<file path="config.mk">
export PLATFORM = sky130hd
export DESIGN_NAME = bmp24_stream_decoder_top_flat
export DESIGN_NICKNAME = d
export VERILOG_FILES = /design/src/design/bsd_pkg.sv /design/src/design/bsd_stream_if.sv /design/src/design/bsd_in_stage.sv /design/src/design/bsd_parser.sv /design/src/design/bsd_out_stage.sv /design/src/design/bmp24_stream_decoder_top.sv /design/src/flat_wrapper.sv
export VERILOG_INCLUDE_DIRS = /design/src /design/src/design
export SDC_FILE = /design/constraint.sdc
export NUM_CORES = 1
export LEC_CHECK = 0
export BUFFER_PORTS_ARGS = -buffer_cell sky130_fd_sc_hd__buf_2
export CAP_MARGIN = 20
export CORE_UTILIZATION = 45
export DETAILED_ROUTE_END_ITERATION = 10
export PLACE_DENSITY = 0.6
export SLEW_MARGIN = 20
export SYNTH_ARGS = -nofsm -noshare
export SYNTH_HDL_FRONTEND = slang
export SYNTH_SLANG_ARGS = --single-unit
</file>
<file path="constraint.sdc">
create_clock -name clk_i -period 17.2 [get_ports clk_i]
set_input_delay 1.72 -clock clk_i [delete_from_list [all_inputs] [get_ports clk_i]]
set_output_delay 1.72 -clock clk_i [all_outputs]
set_load 0.03 [all_outputs]
</file>
<file path="src/design/bmp24_stream_decoder_top_defines.svh">
// Assertion macros for the BMP stream decoder.
`ifndef BMP24_STREAM_DECODER_TOP_DEFINES_SVH
`define BMP24_STREAM_DECODER_TOP_DEFINES_SVH

`ifndef ASSERT_OFF

// Checked while out of reset.
`define BSD_ASSERT(lbl, prop, msg) \
  lbl: assert property (@(posedge clk_i) disable iff (!rst_ni) prop) else $error(msg);

// Checked in reset as well.
`define BSD_ASSERT_RST(lbl, prop, msg) \
  lbl: assert property (@(posedge clk_i) prop) else $error(msg);

`else

`define BSD_ASSERT(lbl, prop, msg)
`define BSD_ASSERT_RST(lbl, prop, msg)

`endif

`endif

</file>
<file path="src/design/bsd_pkg.sv">
package bsd_pkg;

  typedef enum logic [2:0] {
    MODE_HEADER = 3'd0,
    MODE_SKIP   = 3'd1,
    MODE_PIXEL  = 3'd2,
    MODE_PAD    = 3'd3,
    MODE_HALT   = 3'd4
  } mode_e;

  typedef enum logic [1:0] {
    KIND_PIXEL      = 2'd0,
    KIND_BAD_SIG    = 2'd1,
    KIND_BAD_INFO   = 2'd2,
    KIND_COMPRESSED = 2'd3
  } kind_e;

  localparam logic [7:0]  SigB       = 8'h42;
  localparam logic [7:0]  SigM       = 8'h4D;
  localparam logic [7:0]  InfoSize   = 8'h28;
  localparam logic [31:0] HdrBytes   = 32'd54;
  localparam logic [31:0] PosSig0    = 32'd0;
  localparam logic [31:0] PosSig1    = 32'd1;
  localparam logic [31:0] PosOffset  = 32'd10;
  localparam logic [31:0] PosInfo    = 32'd14;
  localparam logic [31:0] PosWidth   = 32'd18;
  localparam logic [31:0] PosHeight  = 32'd22;
  localparam logic [31:0] PosCompr   = 32'd30;

  typedef struct packed {
    logic [7:0] data_byte;
    logic       start_of_file;
  } item_t;

  typedef struct packed {
    kind_e       kind;
    logic [23:0] pixel;
    logic        last_pixel;
  } result_t;

endpackage

</file>
<file path="src/design/bsd_stream_if.sv">
interface bsd_in_if;
  import bsd_pkg::*;

  logic       valid;
  logic       ready;
  logic [7:0] data_byte;
  logic       start_of_file;

  modport source (output valid, output data_byte, output start_of_file, input ready);
  modport sink   (input valid, input data_byte, input start_of_file, output ready);
endinterface

interface bsd_out_if;
  import bsd_pkg::*;

  logic        valid;
  logic        ready;
  kind_e       kind;
  logic [23:0] pixel;
  logic        last_pixel;

  modport source (output valid, output kind, output pixel, output last_pixel, input ready);
  modport sink   (input valid, input kind, input pixel, input last_pixel, output ready);
endinterface

</file>
<file path="src/design/bsd_in_stage.sv">
module bsd_in_stage (
  input  logic          clk_i,
  input  logic          rst_ni,
  input  logic          valid_i,
  output logic          ready_o,
  input  bsd_pkg::item_t item_i,
  input  logic          adv_i,
  output logic          valid_o,
  output bsd_pkg::item_t item_o
);
  import bsd_pkg::*;

  logic  valid_q, valid_d;
  item_t item_q;
  logic  take;

  assign ready_o = !valid_q || adv_i;
  assign take    = valid_i && ready_o;

  always_comb begin
    valid_d = valid_q;
    if (take) begin
      valid_d = 1'b1;
    end else if (adv_i) begin
      valid_d = 1'b0;
    end
  end

  always_ff @(posedge clk_i or negedge rst_ni) begin
    if (!rst_ni) begin
      valid_q <= 1'b0;
    end else begin
      valid_q <= valid_d;
    end
  end

  always_ff @(posedge clk_i) begin
    if (take) begin
      item_q <= item_i;
    end
  end

  assign valid_o = valid_q;
  assign item_o  = item_q;
endmodule

</file>
<file path="src/design/bsd_parser.sv">
module bsd_parser (
  input  logic            clk_i,
  input  logic            rst_ni,
  input  logic            adv_i,
  input  bsd_pkg::item_t  item_i,
  output logic            emit_o,
  output bsd_pkg::result_t res_o
);
  import bsd_pkg::*;

  mode_e       mode_q, mode_d, mode_c;
  logic [31:0] pos_q, pos_d, pos_c;
  logic [31:0] off_q, off_d, off_c;
  logic [31:0] wid_q, wid_d, wid_c;
  logic [31:0] hgt_q, hgt_d, hgt_c;
  logic [31:0] col_q, col_d, col_c;
  logic [31:0] row_q, row_d, row_c;
  logic [1:0]  phase_q, phase_d, phase_c;
  logic [15:0] part_q, part_d, part_c;
  logic [1:0]  pad_q, pad_d, pad_c;
  logic [7:0]  b;
  logic [31:0] pos_inc, col_inc, row_inc;
  logic [1:0]  pad_dec;
  logic        empty_img;

  assign b = item_i.data_byte;

  // Start of file restarts the parser from the reset state.
  always_comb begin
    if (item_i.start_of_file) begin
      mode_c  = MODE_HEADER;
      pos_c   = '0;
      off_c   = '0;
      wid_c   = '0;
      hgt_c   = '0;
      col_c   = '0;
      row_c   = '0;
      phase_c = '0;
      part_c  = '0;
      pad_c   = '0;
    end else begin
      mode_c  = mode_q;
      pos_c   = pos_q;
      off_c   = off_q;
      wid_c   = wid_q;
      hgt_c   = hgt_q;
      col_c   = col_q;
      row_c   = row_q;
      phase_c = phase_q;
      part_c  = part_q;
      pad_c   = pad_q;
    end
  end

  assign pos_inc   = pos_c + 32'd1;
  assign col_inc   = col_c + 32'd1;
  assign row_inc   = row_c + 32'd1;
  assign pad_dec   = pad_c - 2'd1;
  assign empty_img = (wid_c == '0) || (hgt_c == '0);

  always_comb begin
    mode_d  = mode_c;
    pos_d   = pos_c;
    off_d   = off_c;
    wid_d   = wid_c;
    hgt_d   = hgt_c;
    col_d   = col_c;
    row_d   = row_c;
    phase_d = phase_c;
    part_d  = part_c;
    pad_d   = pad_c;
    emit_o  = 1'b0;
    res_o   = '{kind: KIND_PIXEL, pixel: '0, last_pixel: 1'b0};

    unique case (mode_c)
      MODE_HEADER: begin
        priority if ((pos_c == PosSig0 && b != SigB) || (pos_c == PosSig1 && b != SigM)) begin
          emit_o     = 1'b1;
          res_o.kind = KIND_BAD_SIG;
          mode_d     = MODE_HALT;
        end else if (pos_c == PosInfo && b != InfoSize) begin
          emit_o     = 1'b1;
          res_o.kind = KIND_BAD_INFO;
          mode_d     = MODE_HALT;
        end else if (pos_c == PosCompr && b != 8'h00) begin
          emit_o     = 1'b1;
          res_o.kind = KIND_COMPRESSED;
          mode_d     = MODE_HALT;
        end else begin
          for (int k = 0; k < 4; k++) begin
            if (pos_c == PosOffset + 32'(k)) off_d[8*k +: 8] = b;
            if (pos_c == PosWidth + 32'(k))  wid_d[8*k +: 8] = b;
            if (pos_c == PosHeight + 32'(k)) hgt_d[8*k +: 8] = b;
          end
          pos_d = pos_inc;
          if (pos_inc >= HdrBytes) begin
            if (off_c <= HdrBytes) begin
              col_d   = '0;
              row_d   = '0;
              phase_d = '0;
              part_d  = '0;
              pad_d   = '0;
              mode_d  = empty_img ? MODE_HALT : MODE_PIXEL;
            end else begin
              mode_d = MODE_SKIP;
            end
          end
        end
      end
      MODE_SKIP: begin
        pos_d = pos_inc;
        if (pos_inc >= off_c) begin
          col_d   = '0;
          row_d   = '0;
          phase_d = '0;
          part_d  = '0;
          pad_d   = '0;
          mode_d  = empty_img ? MODE_HALT : MODE_PIXEL;
        end
      end
      MODE_PIXEL: begin
        unique case (phase_c)
          2'd0: begin
            part_d  = {b, 8'h00};
            phase_d = 2'd1;
          end
          2'd1: begin
            part_d  = {part_c[15:8], b};
            phase_d = 2'd2;
          end
          default: begin
            phase_d     = 2'd0;
            emit_o      = 1'b1;
            res_o.pixel = {part_c, b};
            if (col_inc >= wid_c) begin
              col_d = '0;
              row_d = row_inc;
              if (row_inc >= hgt_c) begin
                res_o.last_pixel = 1'b1;
                mode_d           = MODE_HALT;
              end else begin
                pad_d = wid_c[1:0];
                if (wid_c[1:0] != 2'd0) mode_d = MODE_PAD;
              end
            end else begin
              col_d = col_inc;
            end
          end
        endcase
      end
      MODE_PAD: begin
        pad_d = pad_dec;
        if (pad_dec == 2'd0) mode_d = MODE_PIXEL;
      end
      default: begin
        mode_d = mode_c;
      end
    endcase
  end

  always_ff @(posedge clk_i or negedge rst_ni) begin
    if (!rst_ni) begin
      mode_q  <= MODE_HEADER;
      pos_q   <= '0;
      off_q   <= '0;
      wid_q   <= '0;
      hgt_q   <= '0;
      col_q   <= '0;
      row_q   <= '0;
      phase_q <= '0;
      part_q  <= '0;
      pad_q   <= '0;
    end else if (adv_i) begin
      mode_q  <= mode_d;
      pos_q   <= pos_d;
      off_q   <= off_d;
      wid_q   <= wid_d;
      hgt_q   <= hgt_d;
      col_q   <= col_d;
      row_q   <= row_d;
      phase_q <= phase_d;
      part_q  <= part_d;
      pad_q   <= pad_d;
    end
  end
endmodule

</file>
<file path="src/design/bsd_out_stage.sv">
module bsd_out_stage (
  input  logic             clk_i,
  input  logic             rst_ni,
  input  logic             load_i,
  input  bsd_pkg::result_t res_i,
  input  logic             ready_i,
  output logic             free_o,
  output logic             valid_o,
  output bsd_pkg::result_t res_o
);
  import bsd_pkg::*;

  logic    valid_q, valid_d;
  result_t res_q;

  assign free_o = !valid_q || ready_i;

  always_comb begin
    valid_d = valid_q;
    if (load_i) begin
      valid_d = 1'b1;
    end else if (ready_i) begin
      valid_d = 1'b0;
    end
  end

  always_ff @(posedge clk_i or negedge rst_ni) begin
    if (!rst_ni) begin
      valid_q <= 1'b0;
    end else begin
      valid_q <= valid_d;
    end
  end

  always_ff @(posedge clk_i) begin
    if (load_i) begin
      res_q <= res_i;
    end
  end

  assign valid_o = valid_q;
  assign res_o   = res_q;
endmodule

</file>
<file path="src/design/bmp24_stream_decoder_top.sv">
// 24-bit uncompressed BMP decoder, fed one file byte per transaction.
// in_i carries data_byte and start_of_file; start_of_file restarts the parser
// on that byte. out_o carries kind, pixel and last_pixel: a pixel
// (kind 0) for every three pixel bytes, or one error code after which the
// parser ignores bytes until the next start_of_file.
// Each byte is registered in the input register, then parsed combinationally
// into the result register, from which its result is offered on out_o.
// Throughput: one byte per cycle while the result register is free or being
// drained, set by the single parse step between the input and result registers.
// Reset clears the parser to the header state and drops any held byte and
// result. While the receiver stalls, the result register holds its
// transaction; the input register still takes one more byte, then in_i.ready
// falls until the result is taken. Bytes that give no result keep flowing
// only while the result register is free or being drained.
module bmp24_stream_decoder_top (
  input  logic clk_i,
  input  logic rst_ni,
  bsd_in_if.sink    in_i,
  bsd_out_if.source out_o
);
  import bsd_pkg::*;

  `include "bmp24_stream_decoder_top_defines.svh"

  item_t   in_item, stg_item;
  result_t par_res, out_res;
  logic    stg_valid, adv, emit, out_free, in_ready;

  assign in_item.data_byte     = in_i.data_byte;
  assign in_item.start_of_file = in_i.start_of_file;
  assign adv                   = stg_valid && out_free;
  assign in_i.ready            = in_ready;

  bsd_in_stage u_in_stage (
    .clk_i   (clk_i),
    .rst_ni  (rst_ni),
    .valid_i (in_i.valid),
    .ready_o (in_ready),
    .item_i  (in_item),
    .adv_i   (adv),
    .valid_o (stg_valid),
    .item_o  (stg_item)
  );

  bsd_parser u_parser (
    .clk_i  (clk_i),
    .rst_ni (rst_ni),
    .adv_i  (adv),
    .item_i (stg_item),
    .emit_o (emit),
    .res_o  (par_res)
  );

  bsd_out_stage u_out_stage (
    .clk_i   (clk_i),
    .rst_ni  (rst_ni),
    .load_i  (adv && emit),
    .res_i   (par_res),
    .ready_i (out_o.ready),
    .free_o  (out_free),
    .valid_o (out_o.valid),
    .res_o   (out_res)
  );

  assign out_o.kind       = out_res.kind;
  assign out_o.pixel      = out_res.pixel;
  assign out_o.last_pixel = out_res.last_pixel;

  `BSD_ASSERT_RST(a_no_out_in_reset, !rst_ni |=> !out_o.valid, "result valid during reset")
  `BSD_ASSERT(a_err_payload_zero,
              (out_o.valid && out_o.kind != KIND_PIXEL) |-> (out_o.pixel == '0 && !out_o.last_pixel),
              "error transaction with non-zero pixel fields")
  `BSD_ASSERT(a_stall_cause, !in_ready |-> (stg_valid && out_o.valid && !out_o.ready),
              "input stalled without a held result")
  `BSD_ASSERT(a_no_overwrite, (out_o.valid && !out_o.ready) |=> !$past(adv && emit),
              "result register overwritten while stalled")
endmodule

</file>
<file path="src/flat_wrapper.sv">
// flat-port wrapper written by rule: the top's interface ports become plain ports
module bmp24_stream_decoder_top_flat import bsd_pkg::*;
  (clk_i, rst_ni, in_i_valid, in_i_data_byte, in_i_start_of_file, in_i_ready, out_o_valid, out_o_kind, out_o_pixel, out_o_last_pixel, out_o_ready);
  bsd_in_if in_i_i ();
  bsd_out_if out_o_i ();
  input  logic clk_i;
  input  logic rst_ni;
  input wire logic [$bits(in_i_i.valid)-1:0] in_i_valid;
  input wire logic [$bits(in_i_i.data_byte)-1:0] in_i_data_byte;
  input wire logic [$bits(in_i_i.start_of_file)-1:0] in_i_start_of_file;
  output wire logic [$bits(in_i_i.ready)-1:0] in_i_ready;
  output wire logic [$bits(out_o_i.valid)-1:0] out_o_valid;
  output wire logic [$bits(out_o_i.kind)-1:0] out_o_kind;
  output wire logic [$bits(out_o_i.pixel)-1:0] out_o_pixel;
  output wire logic [$bits(out_o_i.last_pixel)-1:0] out_o_last_pixel;
  input wire logic [$bits(out_o_i.ready)-1:0] out_o_ready;
  assign in_i_i.valid = in_i_valid;
  assign in_i_i.data_byte = in_i_data_byte;
  assign in_i_i.start_of_file = in_i_start_of_file;
  assign in_i_ready = in_i_i.ready;
  assign out_o_valid = out_o_i.valid;
  assign out_o_kind = out_o_i.kind;
  assign out_o_pixel = out_o_i.pixel;
  assign out_o_last_pixel = out_o_i.last_pixel;
  assign out_o_i.ready = out_o_ready;
  bmp24_stream_decoder_top u_core (.clk_i(clk_i), .rst_ni(rst_ni), .in_i(in_i_i), .out_o(out_o_i));
endmodule
</file>
==> results.sh, run 1 <==
export IMPL_irDropWorstVdd_mv=0.0822
export IMPL_rsz0062_at_grt="false"
export IMPL_cts_sinks=253
export IMPL_final_hold_viol_count=0
export IMPL_slew_headroom=0.240
export IMPL_dp_worst_setup_slack_ps=10720
export IMPL_drv_slew=0
export IMPL_fin_crit_sh=0.387
export IMPL_wl_per_cell_um=21.4
export IMPL_synthMuxAreaShare=0.0116
export IMPL_switching_power_mw=0.530
export IMPL_synth_xor_area_frac=0.0412
export IMPL_drt_initial_drc_count=1020
export IMPL_drt_total_wl_um=48200
export IMPL_path_clk_slew_ps=60
export IMPL_die_h_um=193
export IMPL_ys_types=93
export IMPL_synth_adder_area_share=0.0787
export IMPL_setup_viol=0
export IMPL_seq_area_um2=6510
export IMPL_port_buffers=41
export IMPL_start_util=0.459
export IMPL_drc=0
export IMPL_diodes=0
export IMPL_tightest_slew_ps=1140
export IMPL_r2r_cells=20
export IMPL_p_int_mw=1.10
export IMPL_vias=14100
export IMPL_dieArea_um2=37100
export IMPL_synth_seq_cells=253
export IMPL_combPwrFrac=0.207
export IMPL_synthArstFlopShare=0.858
export IMPL_drt_pass1_iterations=5
export IMPL_worstHoldStart="u_core.u_parser.phase_q[0]"
export IMPL_syn_inst=1780
export IMPL_antenna_found_initial=0
export IMPL_globalRoute_totalOverflow=0
export IMPL_p_total_mw=1.63
export IMPL_reg2reg_from="u_core.u_in_stage.item_o[0]"
export IMPL_place_congestion=0.857
export IMPL_hold_path_depth=1
export IMPL_leakage_nw=7.70
export IMPL_fp_dieW_um=193
export IMPL_ys_flop_type="dfrtp_1"
export IMPL_core_um2=35700
export IMPL_num_io_pins=42
export IMPL_stdcell_count=2253
export IMPL_cp_start_kind="flip-flop"
export IMPL_hold_buffers=0
export IMPL_synth_area_um2=16400
export IMPL_grt_pass1_wl_um=76500
export IMPL_dp_cells=2202
export IMPL_synth_nets=1896
export IMPL_power_density_nw_per_um2=91.1
export IMPL_setup_tns_ps=0
export IMPL_synth_top_family_by_area="simple AND/OR/NAND/NOR gates"
export IMPL_drtAntennaViolNets=0
export IMPL_hold_path_class="flip-flop to flip-flop"
export IMPL_detailed_place_hpwl_um=33400
export IMPL_insertion_delay_ps=570
export IMPL_required_ps=17710
export IMPL_cp_arrival_ps=7160
export IMPL_fmax_mhz=150
export IMPL_seqPwrFrac=0.410
export IMPL_crit_type="flip-flop to flip-flop"
export IMPL_grt_pass1_vias=13300
export IMPL_cts_tree="built"
export IMPL_post_cts_setup_buffer_count=0
export IMPL_layout_setup_ws_ps=10550
export IMPL_cts_root_buf="clkbuf_16"
export IMPL_multi_input_area_um2=9350
export IMPL_htreeDepth=1
export IMPL_fillers=3303
export IMPL_viasPerCell=6.24
export IMPL_grt_max_degree=116
export IMPL_status="complete, no violations"
export IMPL_synth_edff_count=36
export IMPL_rows=69
export IMPL_cp_max_fo=115
export IMPL_fin_skew_ps=21.5
export IMPL_yosysSeqAreaShare=0.398
export IMPL_grt_util_all_layers=0.263
export IMPL_layout_nets=1888
export IMPL_synth_simple_area_share=0.221
export IMPL_area_growth_pct=9.36
export IMPL_synth_area_per_cell_um2=9.20
export IMPL_cts_buffer_depth=3
export IMPL_final_layout_size_suffix_gt1_frac=0.0910
export IMPL_fin_crit_ps=6650
export IMPL_clkPwrFrac=0.383
export IMPL_cap_violations=0
export IMPL_mostFrequentLayoutCells="nand2_1 (233), dfrtp_1 (217), a22o_1 (148)"
export IMPL_switching_share=0.325
export IMPL_layout_commonest_cell="nand2_1"
export IMPL_crit_start="u_core.u_in_stage.item_o[0]"
export IMPL_synth_compound_area_frac=0.218
export IMPL_cts_repair_resized=0
export IMPL_ys_warnings_count=0
export IMPL_cts_buffers_inserted=29
export IMPL_cp_end_kind="flip-flop"
==> per-layer routing <==
metal,track usage,vias to the layer above,wire [um]
li1,-,6606,-
met3,0.0311,74,2150
met5,0,-,0
met1,0.371,6965,22100
met4,0.0700,0,1180
met2,0.425,407,22800
==> per-stage QoR <==
stage          area (um^2)  utilization  hold slack [ps]
2_1_floorplan        16400            -              450
5_1_grt              17900        0.502              512
6_report             17900        0.502              482
4_1_cts              17900        0.502              485
3_3_place_gp         16900        0.474              462
3_5_place_dp         16900        0.475              476
==> sequential cells by signal, summed over array words and instances, names as in the netlist <==
register                    count
u_core.u_in_stage.item_o        9
u_core.u_parser.pos_q          32
u_core.u_parser.pad_q           2
u_core.u_parser.hgt_q          32
u_core.u_parser.mode_q          3
u_core.u_parser.wid_q          32
u_core.u_parser.col_q          32
u_core.u_in_stage.valid_o       1
u_core.u_parser.off_q          32
u_core.u_parser.row_q          32
u_core.u_out_stage.res_o       27
u_core.u_parser.phase_q         2
u_core.u_out_stage.valid_o      1
u_core.u_parser.part_q         16
==> final timing paths <==
path / to / slack [ps]
setup / recovery: u_core.u_parser.row_q[0] / 10550
max in group asynchronous: u_core.u_parser.part_q[8] / 14800
setup reg to reg: u_core.u_parser.row_q[0] / 10550
hold reg to reg: u_core.u_parser.phase_q[0] / 480
min in group asynchronous: u_core.u_parser.row_q[20] / 1170
hold / removal: u_core.u_parser.phase_q[0] / 480
==> logic make-up (layout without fill, tap and decap cells) <==
logic type                 Yosys count  in the layout
adders and majority gates          103            103
and+or+nand+nor                    715            715
buffers and inverters              125            137
DFF                                253            253
AOI/OAI and AO/OA                  489            489
muxes                               18             18
xor gates and xnor gates            77             77
==> power by group through the flow <==
stage / Combinational, mW / Clock (mW) / Sequential [mW]
2_1_floorplan: 0.192 / 0 / 0.697
6_report: 0.337 / 0.625 / 0.669
5_1_grt: 0.363 / 0.657 / 0.673
4_1_cts: 0.335 / 0.638 / 0.669
3_5_place_dp: 0.333 / 0 / 0.679
3_3_place_gp: 0.329 / 0 / 0.680
==> critical path, cell delays in order (launching register included) <==
cell      delay [ps]
edfxtp_1         360
buf_4            300
buf_12           290
inv_4            560
buf_4            540
and3_1           280
and3_1           270
nand3_1          260
nor3b_2          420
nand4_1          230
xnor2_1          210
ha_1             280
and4_1           210
o21a_1           100
a21o_1           180
o2111a_1         140
a22o_1           420
nand2_1          350
nand2_1          230
a21oi_4          530
mux2_2           260
==> cell type report <==
class | count | area share
multi-input combinational | 1402 | 0.522
sequential | 253 | 0.364
clock buffer | 43 | 0.0479
tap | 461 | 0.0322
timing repair buffer | 67 | 0.0243
clock inverter | 8 | 0.00545
inverter | 19 | 0.00412
==> cells in the mapped netlist, types with 11 or more instances <==
cell	instances	area share
nand2b_1	11	0.0042
o21ai_0	89	0.027
a211oi_1	14	0.0064
buf_1	15	0.0034
xor2_1	39	0.021
nand4_1	34	0.013
and3_1	27	0.010
ha_1	103	0.079
nor2b_1	35	0.013
and4_1	11	0.0059
nor3_1	30	0.0092
or2_2	11	0.0042
nor2_1	147	0.034
a21o_1	17	0.0078
dfrtp_1	217	0.33
xnor2_1	38	0.020
clkbuf_1	74	0.017
a31oi_1	13	0.0050
a21oi_1	76	0.023
nand3_1	52	0.016
a22o_1	148	0.079
edfxtp_1	36	0.066
o41ai_1	11	0.0059
nand2_1	233	0.053
inv_1	17	0.0039
nor4_1	33	0.013
and2_1	32	0.012
Note: power is estimated with default switching activity, not from simulation.
==> run 2, diff against run 1 <==
ABC_AREA = 1   (was not set)
PLACE_DENSITY = 0.62   (was 0.6)
clock period = 6 ns   (was 17.2 ns; I/O delays follow)
==> run 2 against run 1 <==
  * Synthesized cell count rose by 77%
  * Die area rose by 24%
  * Clock-buffer cell count fell by 1
  * Clock power rose to 3.6 times the previous value
  * Critical path type unchanged
  * Sequential cell count did not move
==> results.sh, run 2 <==
export IMPL_synth_area_leaders="dfrtp_1 (27%), nand2_1 (16%), inv_1 (7.4%), nor2_1 (7.1%), a21oi_1 (6.5%)"
export IMPL_synth_nets=3266
export IMPL_cp_slowest_cell="edfxtp_1"
export IMPL_drt_total_wl_um=71300
export IMPL_globalRoute_totalOverflow=0
export IMPL_clkPwrFrac=0.346
export IMPL_ys_types=52
export IMPL_fin_skew_ps=18.3
export IMPL_drv_slew=0
export IMPL_grt_pass1_wl_um=113000
export IMPL_drt_pass1_iterations=6
export IMPL_rows=77
export IMPL_leakage_nw=10.8
export IMPL_cp_common_cell="nand2_1"
export IMPL_combPwrFrac=0.326
export IMPL_wl_per_cell_um=19.1
export IMPL_start_util=0.458
export IMPL_area_growth_pct=9.28
export IMPL_crit_type="flip-flop to flip-flop"
export IMPL_grt_pass1_vias=20000
export IMPL_switching_share=0.401
export IMPL_p_int_mw=3.85
export IMPL_critical_path_top_delay_family="simple AND/OR/NAND/NOR gates"
export IMPL_rsz0062_at_grt="false"
export IMPL_dp_cells=3677
export IMPL_vias=21300
export IMPL_required_ps=6470
export IMPL_tightest_slew_ps=1120
export IMPL_synthArstFlopShare=0.858
export IMPL_fmax_mhz=191
export IMPL_antenna_found_initial=1
export IMPL_hold_buffers=0
export IMPL_insertion_delay_ps=560
export IMPL_rr_endpoint="u_core.u_parser.col_q[20]"
export IMPL_syn_inst=3150
export IMPL_synth_most_common_cell="nand2_1"
export IMPL_cts_tree="built"
export IMPL_cts_repair_resized=0
export IMPL_cp_buffers_inverters=5
export IMPL_diodes=0
export IMPL_cp_start_kind="flip-flop"
export IMPL_status="complete, no violations"
export IMPL_reg2reg_from="u_core.u_in_stage.item_o[0]"
export IMPL_yosysTopAreaCell="dfrtp_1"
export IMPL_synth_seq_cells=253
export IMPL_synth_area_um2=20300
export IMPL_cts_buffer_depth=3
export IMPL_ys_flop_type="dfrtp_1"
export IMPL_path_clk_slew_ps=60
export IMPL_drtAntennaViolNets=0
export IMPL_stdcell_count=3741
export IMPL_mostFrequentLayoutCells="nand2_1 (876), inv_1 (401), nor2_1 (385)"
export IMPL_final_layout_size_suffix_gt1_frac=0.0562
export IMPL_num_io_pins=42
export IMPL_layout_commonest_cell="nand2_1"
export IMPL_r2r_cells=23
export IMPL_cp_arrival_ps=5720
export IMPL_seqPwrFrac=0.328
export IMPL_hold_path_class="primary input to asynchronous set/reset pin"
export IMPL_grt_max_degree=184
export IMPL_htreeDepth=2
export IMPL_yosysSeqAreaShare=0.320
export IMPL_cts_root_buf="clkbuf_16"
export IMPL_synth_area_per_cell_um2=6.45
export IMPL_synth_edff_count=36
export IMPL_place_congestion=0.976
export IMPL_drc=0
export IMPL_viasPerCell=5.69
export IMPL_fin_crit_sh=0.874
export IMPL_crit_chain="buf_12 > nor2_1 > ha_1 > clkinv_1 > nor2_4 > nand2_1 > nor3_1 > xnor2_1 > inv_1 > ha_1 > a21oi_1 > o21ai_0 > nand2_1 > o211ai_1 > a21oi_1 > a21boi_0 > nand2_1 > inv_1 > nand2_1 > nand3b_2 > buf_4 > nand2_1 > a21oi_1"
export IMPL_post_cts_setup_buffer_count=0
export IMPL_synth_common_cells="nand2_1 (877), inv_1 (402), nor2_1 (386), a21oi_1 (265), dfrtp_1 (217)"
export IMPL_power_density_nw_per_um2=289
export IMPL_cp_end_kind="flip-flop"
export IMPL_cts_sinks=253
export IMPL_cap_violations=0
export IMPL_cp_max_fo=82
export IMPL_irDropWorstVdd_mv=0.174
export IMPL_setup_tns_ps=0
export IMPL_fin_crit_ps=5240
export IMPL_port_buffers=41
export IMPL_layout_nets=3238
export IMPL_cts_buffers_inserted=35
export IMPL_grt_util_all_layers=0.308
export IMPL_synth_top_area_frac=0.267
export IMPL_core_um2=44400
export IMPL_fp_dieW_um=215
export IMPL_detailed_place_hpwl_um=50400
export IMPL_die_h_um=215
export IMPL_setup_viol=0
export IMPL_drt_initial_drc_count=2036
export IMPL_switching_power_mw=2.57
export IMPL_ys_warnings_count=0
export IMPL_final_hold_viol_count=0
export IMPL_slew_headroom=0.255
export IMPL_dieArea_um2=46000
export IMPL_max_stage_delay_ps=490
export IMPL_rrSetupSlack_ps=760
==> run 2: cell count changes after synthesis, sizes merged, moves of 98 or more <==
| cell | before | now |
|---|---|---|
| o21ai | 98 | 196 |
| inv | 17 | 408 |
| a22o | 148 | 1 |
| nand3 | 53 | 168 |
| nand2 | 233 | 879 |
| nor2 | 149 | 400 |
| a21oi | 78 | 265 |
==> run 2: metal layers <==
layer  wire length (um)  global-route usage
met1              31500               0.419
met2              32500               0.495
met3               4560              0.0406
met4               2760               0.120
met5                  0                   0
==> run 2: kinds of logic (layout without fill, tap and decap cells) <==
| logic type | after synthesis | count (layout) | share of synthesized area |
|---|---|---|---|
| buffers and inverters | 559 | 558 | 0.108 |
| AO/OA/AOI/OAI | 594 | 594 | 0.160 |
| XOR/XNOR | 56 | 56 | 0.0241 |
| flip-flops | 253 | 253 | 0.320 |
| adder cells (fa/ha/maj) | 103 | 103 | 0.0634 |
| AND/OR/NAND/NOR | 1585 | 1585 | 0.324 |
==> run 2: area by class of cell <==
| class | count | area, um^2 |
|---|---|---|
| Clock buffer | 42 | 965 |
| Clock inverter | 22 | 245 |
| Fill cell | 4554 | 22200 |
| Inverter | 415 | 1570 |
| Multi-Input combinational cell | 2338 | 11600 |
| Sequential cell | 253 | 6510 |
| Tap cell | 592 | 741 |
| Timing Repair Buffer | 79 | 538 |
==> run 2: power by group through the flow <==
stage | Sequential (mW) | Combinational [mW] | Clock [mW]
finish | 2.10 | 2.09 | 2.22
global route | 2.13 | 2.32 | 2.31
CTS | 2.10 | 2.07 | 2.25
detailed placement | 2.13 | 2.05 | 0
global placement | 2.12 | 2.03 | 0
floorplan | 2.08 | 1.46 | 0
==> run 2: worst max-delay path by stage <==
stage | from | cells past startpoint | slack [ps] | endpoint
3_5_place_dp | u_core.u_in_stage.item_o[0] | 23 | 860 | u_core.u_parser.col_q[16]
6_report | u_core.u_in_stage.item_o[0] | 23 | 760 | u_core.u_parser.col_q[20]
5_1_grt | u_core.u_in_stage.item_o[0] | 23 | 230 | u_core.u_parser.col_q[5]
4_1_cts | u_core.u_in_stage.item_o[0] | 23 | 860 | u_core.u_parser.col_q[20]
2_1_floorplan | u_core.u_in_stage.item_o[0] | 18 | 1210 | u_core.u_out_stage.res_o[0]
3_3_place_gp | u_core.u_in_stage.item_o[0] | 23 | 1010 | u_core.u_parser.col_q[26]
==> run 2: metrics by stage <==
stage	area, um^2	hold slack, ps	util	power [mW]	setup WS (ps)
5_1_grt	22200	131	0.500	6.76	235
2_1_floorplan	20300	304	-	3.54	1210
3_5_place_dp	21000	465	0.473	4.18	865
4_1_cts	22200	109	0.500	6.42	856
6_report	22200	57.6	0.500	6.42	757
3_3_place_gp	21000	462	0.473	4.15	1010
